### src/rtl/pvc_pkg.sv
// Shared constants, register codes, types and a helper function for the printable Vigenere cipher.
`timescale 1ns / 1ps

package pvc_pkg;

  localparam int KEY_CHARS  = 16;
  localparam int KEY_IDX_W  = (KEY_CHARS > 1) ? $clog2(KEY_CHARS) : 1;
  localparam int LEN_W      = 5;
  localparam int CFG_IDX_W  = 8;
  localparam int CFG_DATA_W = 64;
  localparam int CHARS_PER_WORD = CFG_DATA_W / 8;

  localparam logic [7:0] ALPHABET      = 8'd95;
  localparam logic [7:0] FIRST_PRINT   = 8'd32;
  localparam logic [7:0] LAST_PRINT    = 8'd126;
  localparam logic [8:0] SHIFT_OFFSET  = 9'd63;   // -32 mod 95

  typedef enum logic [CFG_IDX_W-1:0] {
    REG_KEY_LOW  = 8'd0,
    REG_KEY_HIGH = 8'd1,
    REG_KEY_LEN  = 8'd2,
    REG_DECRYPT  = 8'd3
  } cfg_reg_t;

  typedef logic [7:0] key_char_t;
  typedef logic [6:0] shift_t;

  // (kb - 32) mod 95 for any key byte
  function automatic shift_t key_shift(input key_char_t kb);
    logic [8:0] v;
    logic [8:0] r;
    v = {1'b0, kb} + SHIFT_OFFSET;
    if (v >= 9'd285) begin
      r = v - 9'd285;
    end else if (v >= 9'd190) begin
      r = v - 9'd190;
    end else if (v >= 9'd95) begin
      r = v - 9'd95;
    end else begin
      r = v;
    end
    return r[6:0];
  endfunction

endpackage

### src/rtl/pvc_ifs.sv
// Stream and configuration channel interfaces for the printable Vigenere cipher.
`timescale 1ns / 1ps

interface pvc_text_if;
  logic       valid;
  logic       ready;
  logic [7:0] text_byte;
  logic       last_of_message;
  modport source (output valid, output text_byte, output last_of_message, input ready);
  modport sink   (input valid, input text_byte, input last_of_message, output ready);
endinterface

interface pvc_cipher_if;
  logic       valid;
  logic       ready;
  logic [7:0] cipher_byte;
  logic       last_out;
  modport source (output valid, output cipher_byte, output last_out, input ready);
  modport sink   (input valid, input cipher_byte, input last_out, output ready);
endinterface

interface pvc_cfg_if;
  logic                             valid;
  logic                             ready;
  logic [pvc_pkg::CFG_IDX_W-1:0]    index;
  logic [pvc_pkg::CFG_DATA_W-1:0]   data;
  modport source (output valid, output index, output data, input ready);
  modport sink   (input valid, input index, input data, output ready);
endinterface

### src/rtl/printable_vigenere_cipher_unit.sv
// Top level of the printable Vigenere cipher: key registers, key position and two-stage pipe.
`timescale 1ns / 1ps

// Takes one text byte per cycle and returns one result byte per input, in order, through the
// input stage and then the result register. Throughput is one byte per cycle as long
// as the result side takes results; a stalled result lets one more byte in before text_in.ready
// drops. The key position advances on every accepted byte and returns to zero after a byte
// flagged last_of_message. Configuration writes are taken every cycle and should only be issued
// while no byte is in flight.
module printable_vigenere_cipher_unit (
  input  logic                clk,
  input  logic                rst,
  pvc_text_if.sink            text_in,
  pvc_cipher_if.source        cipher_out,
  pvc_cfg_if.sink             cfg
);

  localparam int IW = pvc_pkg::KEY_IDX_W;
  localparam int LW = pvc_pkg::LEN_W;

  pvc_pkg::key_char_t key_char [pvc_pkg::KEY_CHARS];
  logic [LW-1:0]      key_length;
  logic               decrypt_mode;
  logic [IW-1:0]      key_position;
  logic [IW-1:0]      key_position_next;

  logic               s1_valid;
  logic [7:0]         s1_text;
  logic               s1_last;
  pvc_pkg::shift_t    s1_shift;

  logic               out_valid;
  logic [7:0]         out_byte;
  logic               out_last;

  logic               advance;
  logic               in_xfer;
  logic [LW-1:0]      len_eff;
  logic [IW-1:0]      pos;
  logic [LW-1:0]      pos_inc;
  logic [7:0]         cipher_byte;

  // configuration
  assign cfg.ready = 1'b1;

  always_ff @(posedge clk) begin
    if (rst) begin
      for (int i = 0; i < pvc_pkg::KEY_CHARS; i++) begin
        key_char[i] <= '0;
      end
      key_length   <= LW'(1);
      decrypt_mode <= 1'b0;
    end else if (cfg.valid) begin
      for (int i = 0; i < pvc_pkg::KEY_CHARS; i++) begin
        if ((i / pvc_pkg::CHARS_PER_WORD == 0 && cfg.index == pvc_pkg::REG_KEY_LOW) ||
            (i / pvc_pkg::CHARS_PER_WORD == 1 && cfg.index == pvc_pkg::REG_KEY_HIGH)) begin
          key_char[i] <= cfg.data[(i % pvc_pkg::CHARS_PER_WORD)*8 +: 8];
        end
      end
      if (cfg.index == pvc_pkg::REG_KEY_LEN) begin
        key_length <= cfg.data[LW-1:0];
      end
      if (cfg.index == pvc_pkg::REG_DECRYPT) begin
        decrypt_mode <= cfg.data[0];
      end
    end
  end

  // key position
  always_comb begin
    if (key_length == '0) begin
      len_eff = LW'(1);
    end else if (key_length > LW'(pvc_pkg::KEY_CHARS)) begin
      len_eff = LW'(pvc_pkg::KEY_CHARS);
    end else begin
      len_eff = key_length;
    end
    pos     = ({1'b0, key_position} >= (IW+1)'(len_eff)) ? '0 : key_position;
    pos_inc = LW'(pos) + LW'(1);
    if (text_in.last_of_message || pos_inc >= len_eff) begin
      key_position_next = '0;
    end else begin
      key_position_next = pos_inc[IW-1:0];
    end
  end

  // pipeline control
  assign advance       = !out_valid || cipher_out.ready;
  assign text_in.ready = !s1_valid || advance;
  assign in_xfer       = text_in.valid && text_in.ready;

  always_ff @(posedge clk) begin
    if (rst) begin
      key_position <= '0;
      s1_valid     <= 1'b0;
      out_valid    <= 1'b0;
    end else begin
      if (in_xfer) begin
        key_position <= key_position_next;
      end
      if (text_in.ready) begin
        s1_valid <= text_in.valid;
      end
      if (advance) begin
        out_valid <= s1_valid;
      end
    end
  end

  always_ff @(posedge clk) begin
    if (in_xfer) begin
      s1_text  <= text_in.text_byte;
      s1_last  <= text_in.last_of_message;
      s1_shift <= pvc_pkg::key_shift(key_char[pos]);
    end
    if (advance && s1_valid) begin
      out_byte <= cipher_byte;
      out_last <= s1_last;
    end
  end

  pvc_shift u_shift (
    .text_byte   (s1_text),
    .shift       (s1_shift),
    .decrypt     (decrypt_mode),
    .cipher_byte (cipher_byte)
  );

  assign cipher_out.valid       = out_valid;
  assign cipher_out.cipher_byte = out_byte;
  assign cipher_out.last_out    = out_last;

  // checks
  a_last_clears_pos: assert property (@(posedge clk) disable iff (rst)
    in_xfer && text_in.last_of_message |=> key_position == '0)
    else $error("key position not cleared after last byte");

  a_s1_holds: assert property (@(posedge clk) disable iff (rst)
    s1_valid && !advance |=> s1_valid && $stable(s1_text) && $stable(s1_shift))
    else $error("input stage lost data while stalled");

  a_no_accept_full: assert property (@(posedge clk) disable iff (rst)
    s1_valid && !advance |-> !text_in.ready)
    else $error("byte accepted into a full pipe");

  a_shift_range: assert property (@(posedge clk) disable iff (rst)
    s1_valid |-> s1_shift < 7'd95)
    else $error("key shift out of range");

  a_out_holds: assert property (@(posedge clk) disable iff (rst)
    out_valid && !cipher_out.ready |=> out_valid && $stable(out_byte) && $stable(out_last))
    else $error("result register changed while stalled");

endmodule

### src/rtl/pvc_shift.sv
// Shifts one printable byte over the 95-character alphabet; other bytes pass unchanged.
`timescale 1ns / 1ps

module pvc_shift (
  input  logic [7:0]      text_byte,
  input  pvc_pkg::shift_t shift,
  input  logic            decrypt,
  output logic [7:0]      cipher_byte
);

  logic       printable;
  logic [6:0] sym;
  logic [7:0] sum;
  logic [7:0] wrapped;

  always_comb begin
    printable = (text_byte >= pvc_pkg::FIRST_PRINT) && (text_byte <= pvc_pkg::LAST_PRINT);
    sym       = 7'(text_byte - pvc_pkg::FIRST_PRINT);
    if (decrypt) begin
      sum = {1'b0, sym} + pvc_pkg::ALPHABET - {1'b0, shift};
    end else begin
      sum = {1'b0, sym} + {1'b0, shift};
    end
    wrapped = (sum >= pvc_pkg::ALPHABET) ? (sum - pvc_pkg::ALPHABET) : sum;
    cipher_byte = printable ? (wrapped + pvc_pkg::FIRST_PRINT) : text_byte;
  end

endmodule

### src/flat_wrapper.sv
// flat-port wrapper written by rule: the top's interface ports become plain ports
module printable_vigenere_cipher_unit_flat 
  (clk, rst, text_in_valid, text_in_text_byte, text_in_last_of_message, text_in_ready, cipher_out_valid, cipher_out_cipher_byte, cipher_out_last_out, cipher_out_ready, cfg_valid, cfg_index, cfg_data, cfg_ready);
  pvc_text_if text_in_i ();
  pvc_cipher_if cipher_out_i ();
  pvc_cfg_if cfg_i ();
  input  logic clk;
  input  logic rst;
  input wire logic [$bits(text_in_i.valid)-1:0] text_in_valid;
  input wire logic [$bits(text_in_i.text_byte)-1:0] text_in_text_byte;
  input wire logic [$bits(text_in_i.last_of_message)-1:0] text_in_last_of_message;
  output wire logic [$bits(text_in_i.ready)-1:0] text_in_ready;
  output wire logic [$bits(cipher_out_i.valid)-1:0] cipher_out_valid;
  output wire logic [$bits(cipher_out_i.cipher_byte)-1:0] cipher_out_cipher_byte;
  output wire logic [$bits(cipher_out_i.last_out)-1:0] cipher_out_last_out;
  input wire logic [$bits(cipher_out_i.ready)-1:0] cipher_out_ready;
  input wire logic [$bits(cfg_i.valid)-1:0] cfg_valid;
  input wire logic [$bits(cfg_i.index)-1:0] cfg_index;
  input wire logic [$bits(cfg_i.data)-1:0] cfg_data;
  output wire logic [$bits(cfg_i.ready)-1:0] cfg_ready;
  assign text_in_i.valid = text_in_valid;
  assign text_in_i.text_byte = text_in_text_byte;
  assign text_in_i.last_of_message = text_in_last_of_message;
  assign text_in_ready = text_in_i.ready;
  assign cipher_out_valid = cipher_out_i.valid;
  assign cipher_out_cipher_byte = cipher_out_i.cipher_byte;
  assign cipher_out_last_out = cipher_out_i.last_out;
  assign cipher_out_i.ready = cipher_out_ready;
  assign cfg_i.valid = cfg_valid;
  assign cfg_i.index = cfg_index;
  assign cfg_i.data = cfg_data;
  assign cfg_ready = cfg_i.ready;
  printable_vigenere_cipher_unit u_core (.clk(clk), .rst(rst), .text_in(text_in_i), .cipher_out(cipher_out_i), .cfg(cfg_i));
endmodule
### config.mk
export PLATFORM = sky130hd
export DESIGN_NAME = printable_vigenere_cipher_unit_flat
export DESIGN_NICKNAME = d
export VERILOG_FILES = /design/src/rtl/pvc_pkg.sv /design/src/rtl/pvc_ifs.sv /design/src/rtl/printable_vigenere_cipher_unit.sv /design/src/rtl/pvc_shift.sv /design/src/flat_wrapper.sv
export SDC_FILE = /design/constraint.sdc
export NUM_CORES = 1
export LEC_CHECK = 0
export BUFFER_PORTS_ARGS = -buffer_cell sky130_fd_sc_hd__buf_4
export CORE_MARGIN = 4
export CORE_UTILIZATION = 41
export DETAILED_ROUTE_END_ITERATION = 10
export GPL_ROUTABILITY_DRIVEN = 0
export PLACE_DENSITY = 0.63
export SYNTH_ARGS = -nofsm -noshare
export SYNTH_HDL_FRONTEND = slang
export SYNTH_SLANG_ARGS = --single-unit
export TNS_END_PERCENT = 1
### constraint.sdc
create_clock -name clk -period 5.5 [get_ports clk]
set_input_delay 1.1 -clock clk [delete_from_list [all_inputs] [get_ports clk]]
set_output_delay 1.1 -clock clk [all_outputs]
set_load 0.02 [all_outputs]
* Yosys cells after proc, flatten, opt, wreduce, memory -nomap -nowiden
Memory sizes are Yosys's and may differ from the RTL's.
Index checks and enable logic that the tools add are counted.
W data, S select, Z words.
** Storage, ports and cells
- Latch bits :: 0
- Output and inout bits :: 12
- Logic and storage cells :: 98
- Register bits :: 37
- Memories :: 1
- ROM bits :: 0
- Bits in writable memories :: 128
** Operators by class
- Multiply operators :: 0
- Shift operators :: 0
- Equal/unequal tests :: 3
- Divide/modulo/power cells :: 0
- $add $sub $neg :: 11
- Mux-type cells :: 36
- Bitwise logic cells :: 16
- Reductions and logical operators :: 12
- $lt $le $gt $ge :: 9
** Memory list
- u_core.key_char :: depth 16, width 8, rd ports 1, clocked after Yosys merged registers in 0, wr ports 16, line printable_vigenere_cipher_unit.sv:21 : pvc_pkg::key_char_t key_char [pvc_pkg::KEY_CHARS];
** Operators by type and width (count)
- $mux W8 :: 19
- $mux W7 :: 3
- $eq A8 B2 Y1 const B :: 2
- $or A1 B1 Y1 :: 16
- $sub A7 B6 Y7 const B :: 2
- $mux W1 :: 10
- $mux W5 :: 2
- $add A8 B6 Y9 const B :: 1
- $ge A9 B7 Y1 const B :: 1
- $ge A9 B8 Y1 const B :: 1
- $ge A9 B9 Y1 const B :: 1
- $add A7 B7 Y8 :: 1
- $add A7 B7 Y8 const B :: 1
- $add A8 B6 Y8 const B :: 1
- $eq A8 B1 Y1 const B :: 1
- $ge A8 B6 Y1 const B :: 1
- $ge A8 B7 Y1 const B :: 1
- $le A8 B7 Y1 const B :: 1
- $logic_not A8 Y1 :: 1
- $mux W4 :: 2
- $sub A8 B7 Y8 :: 1
- $sub A8 B7 Y8 const B :: 1
- $sub A7 B5 Y7 const B :: 1
- $sub A7 B7 Y7 const B :: 1
- 9 further kinds :: 15

* Depth between registers and ports, before layout
Gate-level depths: netlist of the first run.
An unclocked memory read counts as a cell.
- Depth after elaboration :: 11
- Mapped depth :: 25

* Modules after synthesis
From an unflattened synthesis of the first run, not the netlist that was laid out.
** Unflattened totals
- Cells, all modules :: 915
- Area total of the unflattened synthesis :: 10032.1 um^2
** Modules (own cells, without submodules)
- printable_vigenere_cipher_unit :: area each 8742.1 um^2, times used 1, cells an instance 743, seq. area each 4834.6 um^2
- pvc_shift :: area each 1290.0 um^2, times used 1, cells an instance 172, seq. area each 0.0 um^2

* Least setup slack after synthesis of the first run
OpenSTA, ideal clock, no wires.
- Path type :: reg-to-reg
- Start :: register u_core.key_position[0]
- End :: register u_core.s1_shift[3] (data pin)
- Data arrival time :: 4.895 ns
- Setup slack :: 0.339 ns
- Cell stages (with the launch flop) :: 25
- Required time :: 5.234 ns
- Cells stage by stage :: dfxtp_1 > buf_4 > inv_1 > clkbuf_1 > ha_1 > nand2b_1 > nand3_2 > nand3_1 > clkbuf_1 > mux2_2 > nor2_1 > a211oi_1 > nor3_1 > a21oi_1 > inv_1 > ha_1 > a21boi_0 > nand2_1 > or4_1 > and3_1 > or2_1 > o41ai_2 > buf_4 > o211ai_1 > xor2_1
** On the way
- Word-level cells in the longest chain between the ends :: 8
** Ends and longest elaborated chain
- from (decl) :: line printable_vigenere_cipher_unit.sv:24 : logic [IW-1:0] key_position;
- from (signal assigned) :: line printable_vigenere_cipher_unit.sv:99 : key_position <= key_position_next;
- $ge A4 B5 Y1 :: line printable_vigenere_cipher_unit.sv:78 : pos = ({1'b0, key_position} >= (IW+1)'(len_eff)) ? '0 : key_position;
- $mux W4 (*) :: line printable_vigenere_cipher_unit.sv:78
- $mem_v2 Z16 W8 (*)
- $add A8 B6 Y9 (*) :: line pvc_pkg.sv:32 : v = {1'b0, kb} + SHIFT_OFFSET;
- $ge A9 B7 Y1 or $sub A7 B7 Y7 (tied branches) :: line pvc_pkg.sv:37, pvc_pkg.sv:38
- $mux W7 :: line pvc_pkg.sv:37 : end else if (v >= 9'd95) begin
- $mux W7 :: line pvc_pkg.sv:35 : end else if (v >= 9'd190) begin
- $mux W7 (*) :: line pvc_pkg.sv:33 : if (v >= 9'd285) begin
- to (signal assigned) :: line printable_vigenere_cipher_unit.sv:114 : s1_shift <= pvc_pkg::key_shift(key_char[pos]);
- to (decl) :: line printable_vigenere_cipher_unit.sv:30 : pvc_pkg::shift_t s1_shift;
Every way passes the cells marked *; elsewhere a longest branch is shown, timed or not.
A chain may end at the register's enable or synchronous reset.

* Worst setup path in the final report of the first run
- Start :: register u_core.key_length[4]
- End :: register u_core.s1_shift[3] (data pin)
** On the way
- Word-level cells in the longest chain between the ends :: 11
** Ends and longest elaborated chain
- from (decl) :: line printable_vigenere_cipher_unit.sv:22 : logic [LW-1:0] key_length;
- from (signal assigned) :: line printable_vigenere_cipher_unit.sv:61 : key_length <= cfg.data[LW-1:0];
- $gt A5 B5 Y1 :: line printable_vigenere_cipher_unit.sv:73 : end else if (key_length > LW'(pvc_pkg::KEY_CHARS)) begin
- $mux W5 :: line printable_vigenere_cipher_unit.sv:73
- $mux W5 (*) :: line printable_vigenere_cipher_unit.sv:71 : if (key_length == '0) begin
- $ge A4 B5 Y1 (*) :: line printable_vigenere_cipher_unit.sv:78
- $mux W4 (*) :: line printable_vigenere_cipher_unit.sv:78
- $mem_v2 Z16 W8 (*)
- $add A8 B6 Y9 (*) :: line pvc_pkg.sv:32
- $ge A9 B7 Y1 or $sub A7 B7 Y7 (tied branches) :: line pvc_pkg.sv:37, pvc_pkg.sv:38
- $mux W7 :: line pvc_pkg.sv:37
- $mux W7 :: line pvc_pkg.sv:35
- $mux W7 (*) :: line pvc_pkg.sv:33
Marked as above.

==> results of run 1 <==
-- cells in the mapped netlist, types with 3 or more instances --
master                        n  area, sq um
sky130_fd_sc_hd__o32ai_1      3         26.3
sky130_fd_sc_hd__or3_1        5         31.3
sky130_fd_sc_hd__a311oi_1     3         26.3
sky130_fd_sc_hd__o21bai_1     5         37.5
sky130_fd_sc_hd__o211ai_1     6         45.0
sky130_fd_sc_hd__ha_1        41          513
sky130_fd_sc_hd__mux4_2      14          315
sky130_fd_sc_hd__nand3_1     14         70.1
sky130_fd_sc_hd__o21ai_0     21          105
sky130_fd_sc_hd__and2_1      39          244
sky130_fd_sc_hd__mux2i_1     24          240
sky130_fd_sc_hd__nor2b_1    111          694
sky130_fd_sc_hd__nand2b_1    14         87.6
sky130_fd_sc_hd__o221ai_1     3         26.3
sky130_fd_sc_hd__and4_1       3         26.3
sky130_fd_sc_hd__nand4_1      4         25.0
sky130_fd_sc_hd__nor4_1       4         25.0
sky130_fd_sc_hd__a221o_1      3         30.0
sky130_fd_sc_hd__a22oi_1      9         67.6
sky130_fd_sc_hd__o21a_1       4         30.0
sky130_fd_sc_hd__o2111ai_1    3         26.3
sky130_fd_sc_hd__mux2_2       9          101
sky130_fd_sc_hd__a221oi_1     4         35.0
sky130_fd_sc_hd__nor2_1      38          143
sky130_fd_sc_hd__a21oi_1     30          150
sky130_fd_sc_hd__buf_4        9         67.6
sky130_fd_sc_hd__and3_1       7         43.8
sky130_fd_sc_hd__buf_6        4         45.0
sky130_fd_sc_hd__a211oi_1     5         37.5
sky130_fd_sc_hd__xor2_1      11         96.3
sky130_fd_sc_hd__o31ai_1      5         37.5
sky130_fd_sc_hd__nand2_1     40          150
sky130_fd_sc_hd__buf_2        5         25.0
sky130_fd_sc_hd__dfxtp_1     12          240
sky130_fd_sc_hd__o21ai_1      4         20.0
sky130_fd_sc_hd__xnor2_1     10         87.6
sky130_fd_sc_hd__a21o_1       7         52.6
sky130_fd_sc_hd__inv_1       30          113
sky130_fd_sc_hd__a21boi_0     3         22.5
sky130_fd_sc_hd__clkbuf_1    22         82.6
sky130_fd_sc_hd__nor3_1      20          100
sky130_fd_sc_hd__edfxtp_1   153         4590
-- power groups by stage --
stage	Sequential, uW	Combinational, uW	Clock, uW
final	1490	439	1150
after global routing	1490	493	1230
after CTS	1490	440	1170
after detailed placement	1510	437	0
after global placement	1510	432	0
after floorplan	1510	294	0
-- per-layer routing --
| layer | up-vias | share of wire | track usage | wire (microns) |
|---|---|---|---|---|
| li1 | 3228 | - | - | - |
| met5 | - | 0 | 0 | 0 |
| met2 | 193 | 0.48 | 0.272 | 10200 |
| met4 | 0 | 0.015 | 0.0450 | 326 |
| met3 | 30 | 0.046 | 0.0336 | 997 |
| met1 | 3161 | 0.46 | 0.228 | 9870 |
-- state kept, by name (all words and copies together) (netlist names) --
signal	cells
u_core.s1_shift	7
u_core.s1_last	1
u_core.key_position	4
u_core.s1_valid	1
u_core.key_length	5
u_core.s1_text	8
u_core.cipher_out.valid	1
u_core.decrypt_mode	1
u_core.key_char	128
u_core.cipher_out.cipher_byte	8
u_core.cipher_out.last_out	1
-- area by class of cell --
| cell class | count | area, sq um | share of cell area |
|---|---|---|---|
| inverter | 30 | 113 | 0.0100 |
| sequential | 165 | 4840 | 0.430 |
| multi-input combinational | 584 | 4430 | 0.393 |
| clock buffer | 18 | 429 | 0.0381 |
| clock inverter | 14 | 139 | 0.0123 |
| tap | 313 | 392 | 0.0348 |
| timing repair buffer | 119 | 920 | 0.0817 |
-- repair_timing --
item | 4_1_cts | 5_1_grt
setup endpoints to repair | 0 | 7
buffers inserted | 0 | 1
resized for setup | 0 | 13
-- cells by family after synthesis --
logic type | synth area share
AND/OR/NAND/NOR | 0.192
flip-flops | 0.507
AO/OA/AOI/OAI | 0.117
buffers and inverters | 0.0358
multiplexers | 0.0689
adder cells (fa/ha/maj) | 0.0580
XOR/XNOR | 0.0210
other | 0.000393
-- stage by stage --
step	std cells	hold slack (ps)	worst slack, ps	total power [uW]
after CTS	1241	442	172	3100
final	1243	431	361	3080
after global placement	1209	405	356	1940
after detailed placement	1209	424	200	1950
after floorplan	821	400	339	1810
after global routing	1243	443	10.8	3220
-- final timing paths --
check,from,to,slack [ps],cells after the start
worst max-delay path,u_core.key_length[4]$_SDFFE_PP0P_,u_core.s1_shift[3]$_DFFE_PP_,360,24
worst min-delay path,u_core.s1_last$_DFFE_PP_,u_core.cipher_out.last_out$_DFFE_PP_,430,0
worst max register to register,u_core.key_length[4]$_SDFFE_PP0P_,u_core.s1_shift[3]$_DFFE_PP_,360,24
worst min register to register,u_core.s1_last$_DFFE_PP_,u_core.cipher_out.last_out$_DFFE_PP_,430,0
==> metrics.md, run 1 <==
| Metric | Value |
|---|---|
| DIE HEIGHT | 161 microns |
| Number of optimization iterations in the first detailed-route pass | 5 |
| Static leakage | around 0.0042 uW |
| Achievable frequency | 0.195 GHz |
| Clock-pin transition on the worst setup and hold timing paths | approximately 70 ps |
| Slew @ Worst Pin | 1060 ps |
| Highest net fanout along the worst path | 9 |
| Ratio of routed vias to standard cells | between 5 and 6 |
| Clock tree from TritonCTS | built |
| Peak supply drop | 0.155 mV |
| Leading cell type in the layout, fill and taps excluded | sky130_fd_sc_hd__edfxtp_1 |
| Min-Delay Path Class | reg -> reg |
| Delay of the slowest cell on the worst path | 470 ps |
| Post-DP Area | 10600 sq um |
| Buffers added on ports | 96 |
| Required arrival time at the worst endpoint | 5660 ps |
| Congestion Overflow GR | 0 |
| Internal power consumption | 2270 uW |
| Overall routing resource usage | 0.167 |
| Number of diodes | 0 |
| H-tree level count | 4 |
| Family with the most delay on the worst path | simple AND/OR/NAND/NOR gates |
| Worst setup EP type | register |
| Commonest cells after routing, fill and taps aside | 153 x sky130_fd_sc_hd__edfxtp_1, 115 x sky130_fd_sc_hd__buf_4, 111 x sky130_fd_sc_hd__nor2b_1, 41 x sky130_fd_sc_hd__ha_1, 40 x sky130_fd_sc_hd__nand2_1 |
| Ratio of total power to cell area | 273 nW/um^2 |
| Switching power share of the total | 0.264 |
| Maximum number of pins on one net before global-route repair | 66 |
| Buffers from clock root to sink, at most | 2 |
| Wire per inst | 17.2 microns |
| Number of nets in the layout | 1046 |
| Slew Limit Headroom | 0.293 |
| Placeable Area | 22800 sq um |
| Critical Path Slowest Stage Cell | sky130_fd_sc_hd__or4_1 |
| HPWL reported at the end of detailed placement | 15.2 mm |
| Fillers | 2039 |
| Post-synthesis async set-or-reset flop share | 0 |
| Insertion delay to the later sink of the worst-skew pair | 430 ps |
| Status | completed |
| Starting density of the core | 0.419 |
| Final routed wirelength across all metal layers | 21.4 mm |
| Clock Power Share | 0.374 |
| Ordered list of cells on the worst path | inv_1 -> nand2_1 -> ha_1 -> a211oi_2 -> or3_4 -> buf_4 -> nand3_2 -> buf_6 -> nor2_1 -> a211oi_1 -> nor3_1 -> a21oi_1 -> buf_4 -> inv_1 -> ha_1 -> a21boi_2 -> nand2_1 -> or4_1 -> and3_1 -> or2_1 -> o41ai_4 -> buf_4 -> o211ai_1 -> xor2_1 |
| Crit Path Category | reg -> reg |
| Library cells used by synthesis | 89 |
| Number of placement rows | 55 |
| CTS buffer count | 17 |
| Final Util | 0.494 |
| Setup Skew | 11.6 ps |
| Die area | around 26000 sq um |
| Number of sinks driven by the clock tree | 165 |
| Sequential fraction of the synthesis area | 0.507 |
| Syn Area/Cell | 11.6 sq um |
| Hold Buf Count CTS | 0 |
| Seq pwr share | 0.483 |
| Number of flops mapped to enable cells by yosys | 153 |
| Synthesized instance count | slightly above 800 |
| Initial drt markers | 392 |
| Count of endpoints failing setup in the final report | 0 |
| Kind of start point of the critical path | register |
| Number of antenna-violating nets in the routed design | 0 |
| Logic pwr share | 0.143 |
| Count of synthesis-stage warnings from yosys | 0 |
| Total vias in the final route | 6612 |
| Area Overhead vs Synth | 18.0% |
| Syn nets | 950 |
| Prevailing post-synth register cell | sky130_fd_sc_hd__edfxtp_1 |
| Most repeated library cell on the critical path | sky130_fd_sc_hd__buf_4 |
| Number of max-cap violations | 0 |
| Initial antenna violation count | 0 |
| Number of remaining DRC errors | 0 |
| Boundary Pins | 98 |
| First-pass GRT wire length | 34.7 mm |
| Flop and latch count out of synthesis | approximately 170 |
| Crit path time final | about 5100 ps |
| Final worst-path cycle share | 0.934 |
| Buffers plus inverters on the worst setup path | 6 |
| Final slew viol count | 0 |
| Power spent charging and discharging nets | 813 uW |
| Vias in the first global route | 6481 |
| DIE WIDTH | 161 microns |
| Fraction of final layout cells sized beyond drive strength 1 | 0.220 |
| Count of endpoints failing hold in the final timing report | 0 |
| Post-layout instance area | 11300 sq um |
| Worst Path Arrival | 5300 ps |
| Clk root buf | sky130_fd_sc_hd__clkbuf_16 |
| Setup total negative slack | 0 ps |
| Summed instance area of the synthesized netlist | 9540 sq um |
| RSZ-0062 raised after global routing | no |
Power figures use the tool's default switching activity.
==> run 2: changes to the inputs <==
--- a/config.mk
+++ b/config.mk
@@ -13,5 +13,6 @@
 export PLACE_DENSITY = 0.63
 export SYNTH_ARGS = -nofsm -noshare
 export SYNTH_HDL_FRONTEND = slang
+export SYNTH_HIERARCHICAL = 1
 export SYNTH_SLANG_ARGS = --single-unit
 export TNS_END_PERCENT = 1
==> metrics.md, run 2 <==
| Metric | Value |
|---|---|
| Final Util | 0.507 (+0.0125) |
| Highest net fanout along the worst path | 7 (-2) |
| Maximum number of pins on one net before global-route repair | 65 (-1.5%) |
| Fillers | 2132 (+4.6%) |
| Number of sinks driven by the clock tree | 165 (unchanged) |
| Flop and latch count out of synthesis | 165 (unchanged) |
| Final Non-Filler Cells | 1365 (+9.8%) |
| Synthesized instance count | 915 (+11%) |
| Syn Area/Cell | 11.0 sq um (-5.6%) |
| Min-Delay Path Class | reg -> reg |
| Buffers from clock root to sink, at most | 2 (unchanged) |
| Slew Limit Headroom | 0.150 (-0.143) |
| Share of the synthesized netlist area taken by xor and xnor gates | 0.0105 (-0.0105) |
| Cell types with the largest area share after synthesis | sky130_fd_sc_hd__edfxtp_1 46%, sky130_fd_sc_hd__nor2b_1 7.2%, sky130_fd_sc_hd__ha_1 5.1% |
| Logic pwr share | 0.172 (+0.029) |
| Count of endpoints failing setup in the final report | 0 (unchanged) |
| Setup Skew | 24.0 ps (+12.5 ps) |
| Initial drt markers | 589 (+50%) |
| Die area | 27000 sq um (+4.9%) |
| Slew @ Worst Pin | 1240 ps (+187 ps) |
| Placed insts | 1328 (+9.8%) |
| Number of max-cap violations | 0 (unchanged) |
| CTS buffer count | 17 (unchanged) |
| DIE HEIGHT | 164 microns (+2.4%) |
| Peak supply drop | 0.245 mV (+57%) |
| Achievable frequency | 0.189 GHz (-3.1%) |
| Sequential fraction of the synthesis area | 0.482 (-0.0249) |
| Internal power consumption | 2340 uW (+3.1%) |
| Setup total negative slack | 0 ps (unchanged) |
| Clock-pin transition on the worst setup and hold timing paths | 70 ps (about the same) |
| Synth Area in Compound Gates | 0.147 (+0.0299) |
| Kind of start point of the critical path | register |
| Dominant cell type by area after synthesis | sky130_fd_sc_hd__edfxtp_1 |
| Static leakage | 0.00451 uW (+7.6%) |
| Leading cell type in the layout, fill and taps excluded | sky130_fd_sc_hd__edfxtp_1 |
| Commonest cells after routing, fill and taps aside | 153 x sky130_fd_sc_hd__edfxtp_1, 136 x sky130_fd_sc_hd__buf_4, 113 x sky130_fd_sc_hd__nor2b_1, 61 x sky130_fd_sc_hd__nand2_1, 55 x sky130_fd_sc_hd__nor2_1 |
| Worst setup EP type | register |
| Power, Total | 3260 uW (+5.8%) |
| Final worst-path cycle share | 0.964 (+0.0302) |
| Count of endpoints failing hold in the final timing report | 0 (unchanged) |
| Clock Power Share | 0.372 (-0.002) |
| Placeable Area | 23800 sq um (+4.3%) |
| Number of placement rows | 56 (+1.8%) |
| Summed instance area of the synthesized netlist | 10000 sq um (+5.2%) |
| Crit Path Category | reg -> reg |
| Ratio of routed vias to standard cells | 5.56 (+4.5%) |
| Vias in the first global route | 7424 (+15%) |
| Post-synthesis async set-or-reset flop share | 0 (unchanged) |
| H-tree level count | 4 (unchanged) |
| Combinational family with the most area after synthesis | simple AND/OR/NAND/NOR gates |
| Number of flops mapped to enable cells by yosys | 153 (unchanged) |
| Seq pwr share | 0.456 (-0.027) |
| Syn nets | 1044 (+9.9%) |
| Area fraction in and, or, nand and nor cells after synthesis | 0.212 (+0.0195) |
| Synthesized-area fraction occupied by adder cells | 0.0551 (-0.00285) |
| Clk root buf | sky130_fd_sc_hd__clkbuf_16 |
| Most used standard cells in the synthesized netlist | 153 x sky130_fd_sc_hd__edfxtp_1, 115 x sky130_fd_sc_hd__nor2b_1, 62 x sky130_fd_sc_hd__nand2_1, 57 x sky130_fd_sc_hd__nor2_1, 41 x sky130_fd_sc_hd__ha_1 |
| Library cells used by synthesis | 98 (+10%) |
| First-pass GRT wire length | 40.1 mm (+16%) |
| Worst hold slack after final layout | 430 ps (-0.550 ps) |
| Insertion delay to the later sink of the worst-skew pair | 440 ps (about the same) |
| Starting density of the core | 0.422 (+0.00357) |
| Number of nets in the layout | 1162 (+11%) |
| Fraction of final layout cells sized beyond drive strength 1 | 0.236 (+0.0157) |
| Post-synthesis mux area share | 0.0625 (-0.00638) |
| Prevailing post-synth register cell | sky130_fd_sc_hd__edfxtp_1 |
| FF/Latch Area | 4840 sq um (about the same) |
| Buffers added on ports | 96 (unchanged) |
| Worst Path Arrival | 5480 ps (+180 ps) |
| Total vias in the final route | 7585 (+15%) |
| Number of remaining DRC errors | 0 (unchanged) |
| Crit path time final | 5300 ps (+166 ps) |
| Switching power share of the total | 0.283 (+0.0189) |
| Area Overhead vs Synth | 20.0% |
| Most instantiated library cell after synthesis | sky130_fd_sc_hd__edfxtp_1 |
| Count of synthesis-stage warnings from yosys | 6 (+6) |
| Ratio of total power to cell area | 271 nW/um^2 (-1.0%) |
| Hold Buf Count CTS | 0 (unchanged) |
| Total area of multi-input combinational cells | 4980 sq um (+13%) |
| Status | completed |
| Final slew viol count | 0 (unchanged) |
| Area share of the leading cell type in the synthesized netlist | 0.458 (-0.0237) |
| Number of antenna-violating nets in the routed design | 0 (unchanged) |
| Number of diodes | 0 (unchanged) |
| Overall routing resource usage | 0.190 (+0.0236) |
| Initial antenna violation count | 0 (unchanged) |
| Wire per inst | 18.7 microns (+8.6%) |
| Boundary Pins | 98 (unchanged) |
| HPWL reported at the end of detailed placement | 18.6 mm (+22%) |
| Clock tree from TritonCTS | built |
| Top register by number of flip-flops | u_core/key_char |
| Final routed wirelength across all metal layers | 25.6 mm (+19%) |
| DIE WIDTH | 164 microns (+2.4%) |
| Required arrival time at the worst endpoint | 5670 ps (about the same) |
| Flip-flop count of the largest register after layout | 128 (unchanged) |
| Power spent charging and discharging nets | 921 uW (+13%) |
| RSZ-0062 raised after global routing | yes |
| Congestion Overflow GR | 0 (unchanged) |
| Number of optimization iterations in the first detailed-route pass | 5 (unchanged) |
## run 2: changes by cell type after synthesis, moves of 5 or more
| cell | delta |
|---|---|
| sky130_fd_sc_hd__o211ai_1 | +5 |
| sky130_fd_sc_hd__a31oi_1 | +6 |
| sky130_fd_sc_hd__xor2_1 | -10 |
| sky130_fd_sc_hd__nand2_1 | +22 |
| sky130_fd_sc_hd__nor2_1 | +19 |
| sky130_fd_sc_hd__a21oi_2 | +5 |
| sky130_fd_sc_hd__buf_4 | -6 |
| sky130_fd_sc_hd__nand3_1 | +10 |
## run 2: cell families after synthesis
group                      Yosys count
and+or+nand+nor                    383
AOI/OAI and AO/OA                  192
DFF                                165
buffers and inverters               73
muxes                               46
adders and majority gates           43
xor gates and xnor gates            12
other                                1
## run 2: cell type report
cell class              instances  area share
clock buffers                  17      0.0353
clock inverters                15      0.0167
inverters                      34      0.0108
multi-input cells             677       0.414
flip-flops and latches        165       0.402
well taps                     319      0.0332
repair buffers                138      0.0882
## run 2: layer usage
metal / global-route usage / wire, microns / part of all wire / vias to the layer above
met5: 0 / 0 / 0 / -
met4: 0.0764 / 799 / 0.031 / 0
met3: 0.0299 / 1430 / 0.056 / 50
met2: 0.315 / 12400 / 0.49 / 264
met1: 0.251 / 10900 / 0.43 / 3611
li1: - / - / - / 3660
## run 2: timing repair
action | 4_1_cts | 5_1_grt
resized for setup | 0 | 15
setup endpoints to repair | 0 | 7
setup buffers | 0 | 5
## run 2: path summary, 6_finish.rpt
kind / start / to / slack (ps) / cells after the start
max: u_core/key_length[4]$_SDFFE_PP0P_ / u_core/s1_shift[4]$_DFFE_PP_ / 200 / 22
min: u_core/s1_last$_DFFE_PP_ / u_core/cipher_out.last_out$_DFFE_PP_ / 430 / 0
max reg2reg: u_core/key_length[4]$_SDFFE_PP0P_ / u_core/s1_shift[4]$_DFFE_PP_ / 200 / 22
min reg2reg: u_core/s1_last$_DFFE_PP_ / u_core/cipher_out.last_out$_DFFE_PP_ / 430 / 0
## run 2: stage by stage
stage,cell area [sq um],setup WS [ps]
2_1_floorplan,10100,5.64
3_3_place_gp,11300,229
3_5_place_dp,11300,77.5
4_1_cts,11900,52.0
5_1_grt,12000,-92.5
6_report,12000,195
## run 2: power groups by stage
| stage | clock network, uW | logic (uW) | registers (uW) |
|---|---|---|---|
| floorplan | 0 | 384 | 1510 |
| detailed placement | 0 | 554 | 1510 |
| finish | 1210 | 560 | 1480 |
| global placement | 0 | 546 | 1510 |
| CTS | 1240 | 556 | 1490 |
| global route | 1290 | 616 | 1490 |
## run 2: critical path: stages, from the launching register on
cell                       delay, ps
sky130_fd_sc_hd__dfxtp_1         330
sky130_fd_sc_hd__clkinv_1        130
sky130_fd_sc_hd__nand2_1         100
sky130_fd_sc_hd__ha_2            240
sky130_fd_sc_hd__or3_4           420
sky130_fd_sc_hd__a21oi_4         230
sky130_fd_sc_hd__nor3_2           90
sky130_fd_sc_hd__nor2_2          230
sky130_fd_sc_hd__mux4_2          530
sky130_fd_sc_hd__nand2_1         100
sky130_fd_sc_hd__nand2_2          90
sky130_fd_sc_hd__ha_2            230
sky130_fd_sc_hd__o41ai_1         110
sky130_fd_sc_hd__a221oi_4        100
sky130_fd_sc_hd__nor2_4          140
sky130_fd_sc_hd__nor2_1           80
sky130_fd_sc_hd__and4_1          220
sky130_fd_sc_hd__or4_1           560
sky130_fd_sc_hd__o31a_1          350
sky130_fd_sc_hd__or3_1           330
sky130_fd_sc_hd__a41oi_2         190
sky130_fd_sc_hd__a21oi_1          90
sky130_fd_sc_hd__and3_1          180
==> run 3: changes to the inputs <==
--- a/config.mk
+++ b/config.mk
@@ -6,6 +6,7 @@
 export NUM_CORES = 1
 export LEC_CHECK = 0
 export BUFFER_PORTS_ARGS = -buffer_cell sky130_fd_sc_hd__buf_4
+export CORE_ASPECT_RATIO = 2
 export CORE_MARGIN = 4
 export CORE_UTILIZATION = 41
 export DETAILED_ROUTE_END_ITERATION = 10
==> metrics.md, run 3 (synthesized netlist as in run 2, its figures left out) <==
| Metric | Value |
|---|---|
| Buffers from clock root to sink, at most | 2 (unchanged) |
| Required arrival time at the worst endpoint | 5710 ps (+40 ps) |
| Commonest cells after routing, fill and taps aside | 153 x sky130_fd_sc_hd__edfxtp_1, 148 x sky130_fd_sc_hd__buf_4, 113 x sky130_fd_sc_hd__nor2b_1, 60 x sky130_fd_sc_hd__nand2_1, 55 x sky130_fd_sc_hd__nor2_1 |
| Crit Path Category | reg -> reg |
| Status | completed |
| Die area | 27200 sq um (+0.56%) |
| Number of nets in the layout | 1173 (+0.95%) |
| Kind of start point of the critical path | register |
| Peak supply drop | 0.251 mV (+2.7%) |
| Vias in the first global route | 8114 (+9.3%) |
| Slew @ Worst Pin | 996 ps (-248 ps) |
| Flip-flop count of the largest register after layout | 128 (unchanged) |
| FF/Latch Area | 4840 sq um (about the same) |
| Number of remaining DRC errors | 0 (unchanged) |
| Clk root buf | sky130_fd_sc_hd__clkbuf_16 |
| Slew Limit Headroom | 0.319 (+0.169) |
| Ratio of total power to cell area | 268 nW/um^2 (-1.0%) |
| Total area of multi-input combinational cells | 5030 sq um (+0.93%) |
| Worst Path Arrival | 5440 ps (-40 ps) |
| Static leakage | 0.00455 uW (+0.90%) |
| DIE WIDTH | 119 microns (-28%) |
| First-pass GRT wire length | 44.4 mm (+11%) |
| Final slew viol count | 0 (unchanged) |
| Clock-pin transition on the worst setup and hold timing paths | 70 ps (about the same) |
| Overall routing resource usage | 0.213 (+0.0231) |
| Number of optimization iterations in the first detailed-route pass | 6 (+1) |
| CTS buffer count | 17 (unchanged) |
| Wire per inst | 21.3 microns (+14%) |
| Starting density of the core | 0.418 (-0.00475) |
| Ratio of routed vias to standard cells | 5.89 (+6.0%) |
| Leading cell type in the layout, fill and taps excluded | sky130_fd_sc_hd__edfxtp_1 |
| Fillers | 2167 (+1.6%) |
| H-tree level count | 4 (unchanged) |
| Count of endpoints failing hold in the final timing report | 0 (unchanged) |
| Crit path time final | 5230 ps (-75.1 ps) |
| Number of placement rows | 80 (+43%) |
| Min-Delay Path Class | reg -> reg |
| Setup Skew | 13.2 ps (-10.8 ps) |
| Final worst-path cycle share | 0.951 (-0.0136) |
| Total vias in the final route | 7914 (+4.3%) |
| Worst hold slack after final layout | 436 ps (+5.67 ps) |
| Boundary Pins | 98 (unchanged) |
| Area Overhead vs Synth | 20.1% |
| Count of endpoints failing setup in the final report | 0 (unchanged) |
| Number of diodes | 0 (unchanged) |
| Clock tree from TritonCTS | built |
| Number of max-cap violations | 0 (unchanged) |
| DIE HEIGHT | 229 microns (+39%) |
| Worst setup EP type | register |
| Insertion delay to the later sink of the worst-skew pair | 440 ps (about the same) |
| Buffers added on ports | 96 (unchanged) |
| Setup total negative slack | 0 ps (unchanged) |
| HPWL reported at the end of detailed placement | 21.7 mm (+16%) |
| Placeable Area | 24000 sq um (+1.1%) |
| Top register by number of flip-flops | u_core/key_char |
| Initial antenna violation count | 0 (unchanged) |
| Initial drt markers | 521 (-12%) |
| Maximum number of pins on one net before global-route repair | 65 (unchanged) |
| Number of sinks driven by the clock tree | 165 (unchanged) |
| Congestion Overflow GR | 0 (unchanged) |
| Final routed wirelength across all metal layers | 28.7 mm (+12%) |
| Fraction of final layout cells sized beyond drive strength 1 | 0.248 (+0.0117) |
| Number of antenna-violating nets in the routed design | 0 (unchanged) |
| Achievable frequency | 0.191 GHz (+1.4%) |
| Highest net fanout along the worst path | 6 (-1) |
-- run 3: final cells by class --
class                      count  area share
clock inverter                15      0.0116
sequential                   165       0.401
multi-input combinational    677       0.417
inverter                      34      0.0108
timing repair buffer         149      0.0938
clock buffer                  17      0.0353
tap                          287      0.0298
-- run 3: path summary, 6_finish.rpt --
check	startpoint	to	slack, ps	cells after the start
max	u_core/key_length[4]$_SDFFE_PP0P_	u_core/s1_shift[4]$_DFFE_PP_	270	24
min	u_core/s1_last$_DFFE_PP_	u_core/cipher_out.last_out$_DFFE_PP_	440	0
max reg2reg	u_core/key_length[4]$_SDFFE_PP0P_	u_core/s1_shift[4]$_DFFE_PP_	270	24
min reg2reg	u_core/s1_last$_DFFE_PP_	u_core/cipher_out.last_out$_DFFE_PP_	440	0
-- run 3: per-stage QoR --
stage	power, uW	utilization	cell area [sq um]	setup WS [ps]	cells
2_1_floorplan	1900	-	10100	5.64	915
3_3_place_gp	2080	0.472	11300	119	1307
3_5_place_dp	2090	0.472	11300	20.1	1307
4_1_cts	3250	0.496	11900	17.5	1339
5_1_grt	3370	0.502	12100	-2.06	1344
6_report	3230	0.502	12100	271	1344
-- run 3: report_power, final --
group | internal, uW | leakage (uW) | total (uW) | switching, uW
Clock | 632 | 0.000278 | 1160 | 524
Combinational | 258 | 0.00271 | 581 | 323
Sequential | 1460 | 0.00156 | 1490 | 34.0
-- run 3: critical path, cell delays in order, from the launching register on --
cell	delay, ps
sky130_fd_sc_hd__dfxtp_1	350
sky130_fd_sc_hd__clkinv_1	130
sky130_fd_sc_hd__nand2_1	110
sky130_fd_sc_hd__ha_1	250
sky130_fd_sc_hd__o21ai_2	180
sky130_fd_sc_hd__buf_4	160
sky130_fd_sc_hd__nand2b_1	150
sky130_fd_sc_hd__a31o_2	290
sky130_fd_sc_hd__nor2b_1	160
sky130_fd_sc_hd__o311a_1	400
sky130_fd_sc_hd__nand3_1	100
sky130_fd_sc_hd__inv_1	70
sky130_fd_sc_hd__ha_2	220
sky130_fd_sc_hd__o41ai_1	110
sky130_fd_sc_hd__a221oi_4	60
sky130_fd_sc_hd__buf_4	180
sky130_fd_sc_hd__nor2_4	110
sky130_fd_sc_hd__nor2_1	90
sky130_fd_sc_hd__and4_1	220
sky130_fd_sc_hd__or4_1	540
sky130_fd_sc_hd__o31a_1	310
sky130_fd_sc_hd__or3_1	340
sky130_fd_sc_hd__a41oi_2	210
sky130_fd_sc_hd__a21oi_1	90
sky130_fd_sc_hd__and3_1	180
-- run 3: what timing repair did --
action / 4_1_cts / 5_1_grt
buffers inserted: 0 / 5
hold buffers: 0 / 0
gates resized for setup: 0 / 21
endpoints found under the hold margin: 0 / 0
setup endpoints to repair: 0 / 7
-- run 3: metal layers --
layer	up-vias	global-route usage	wire length, microns
met5	-	0	0
li1	3679	-	-
met3	116	0.0390	1240
met1	3792	0.200	9460
met2	327	0.406	15900
met4	0	0.149	2070
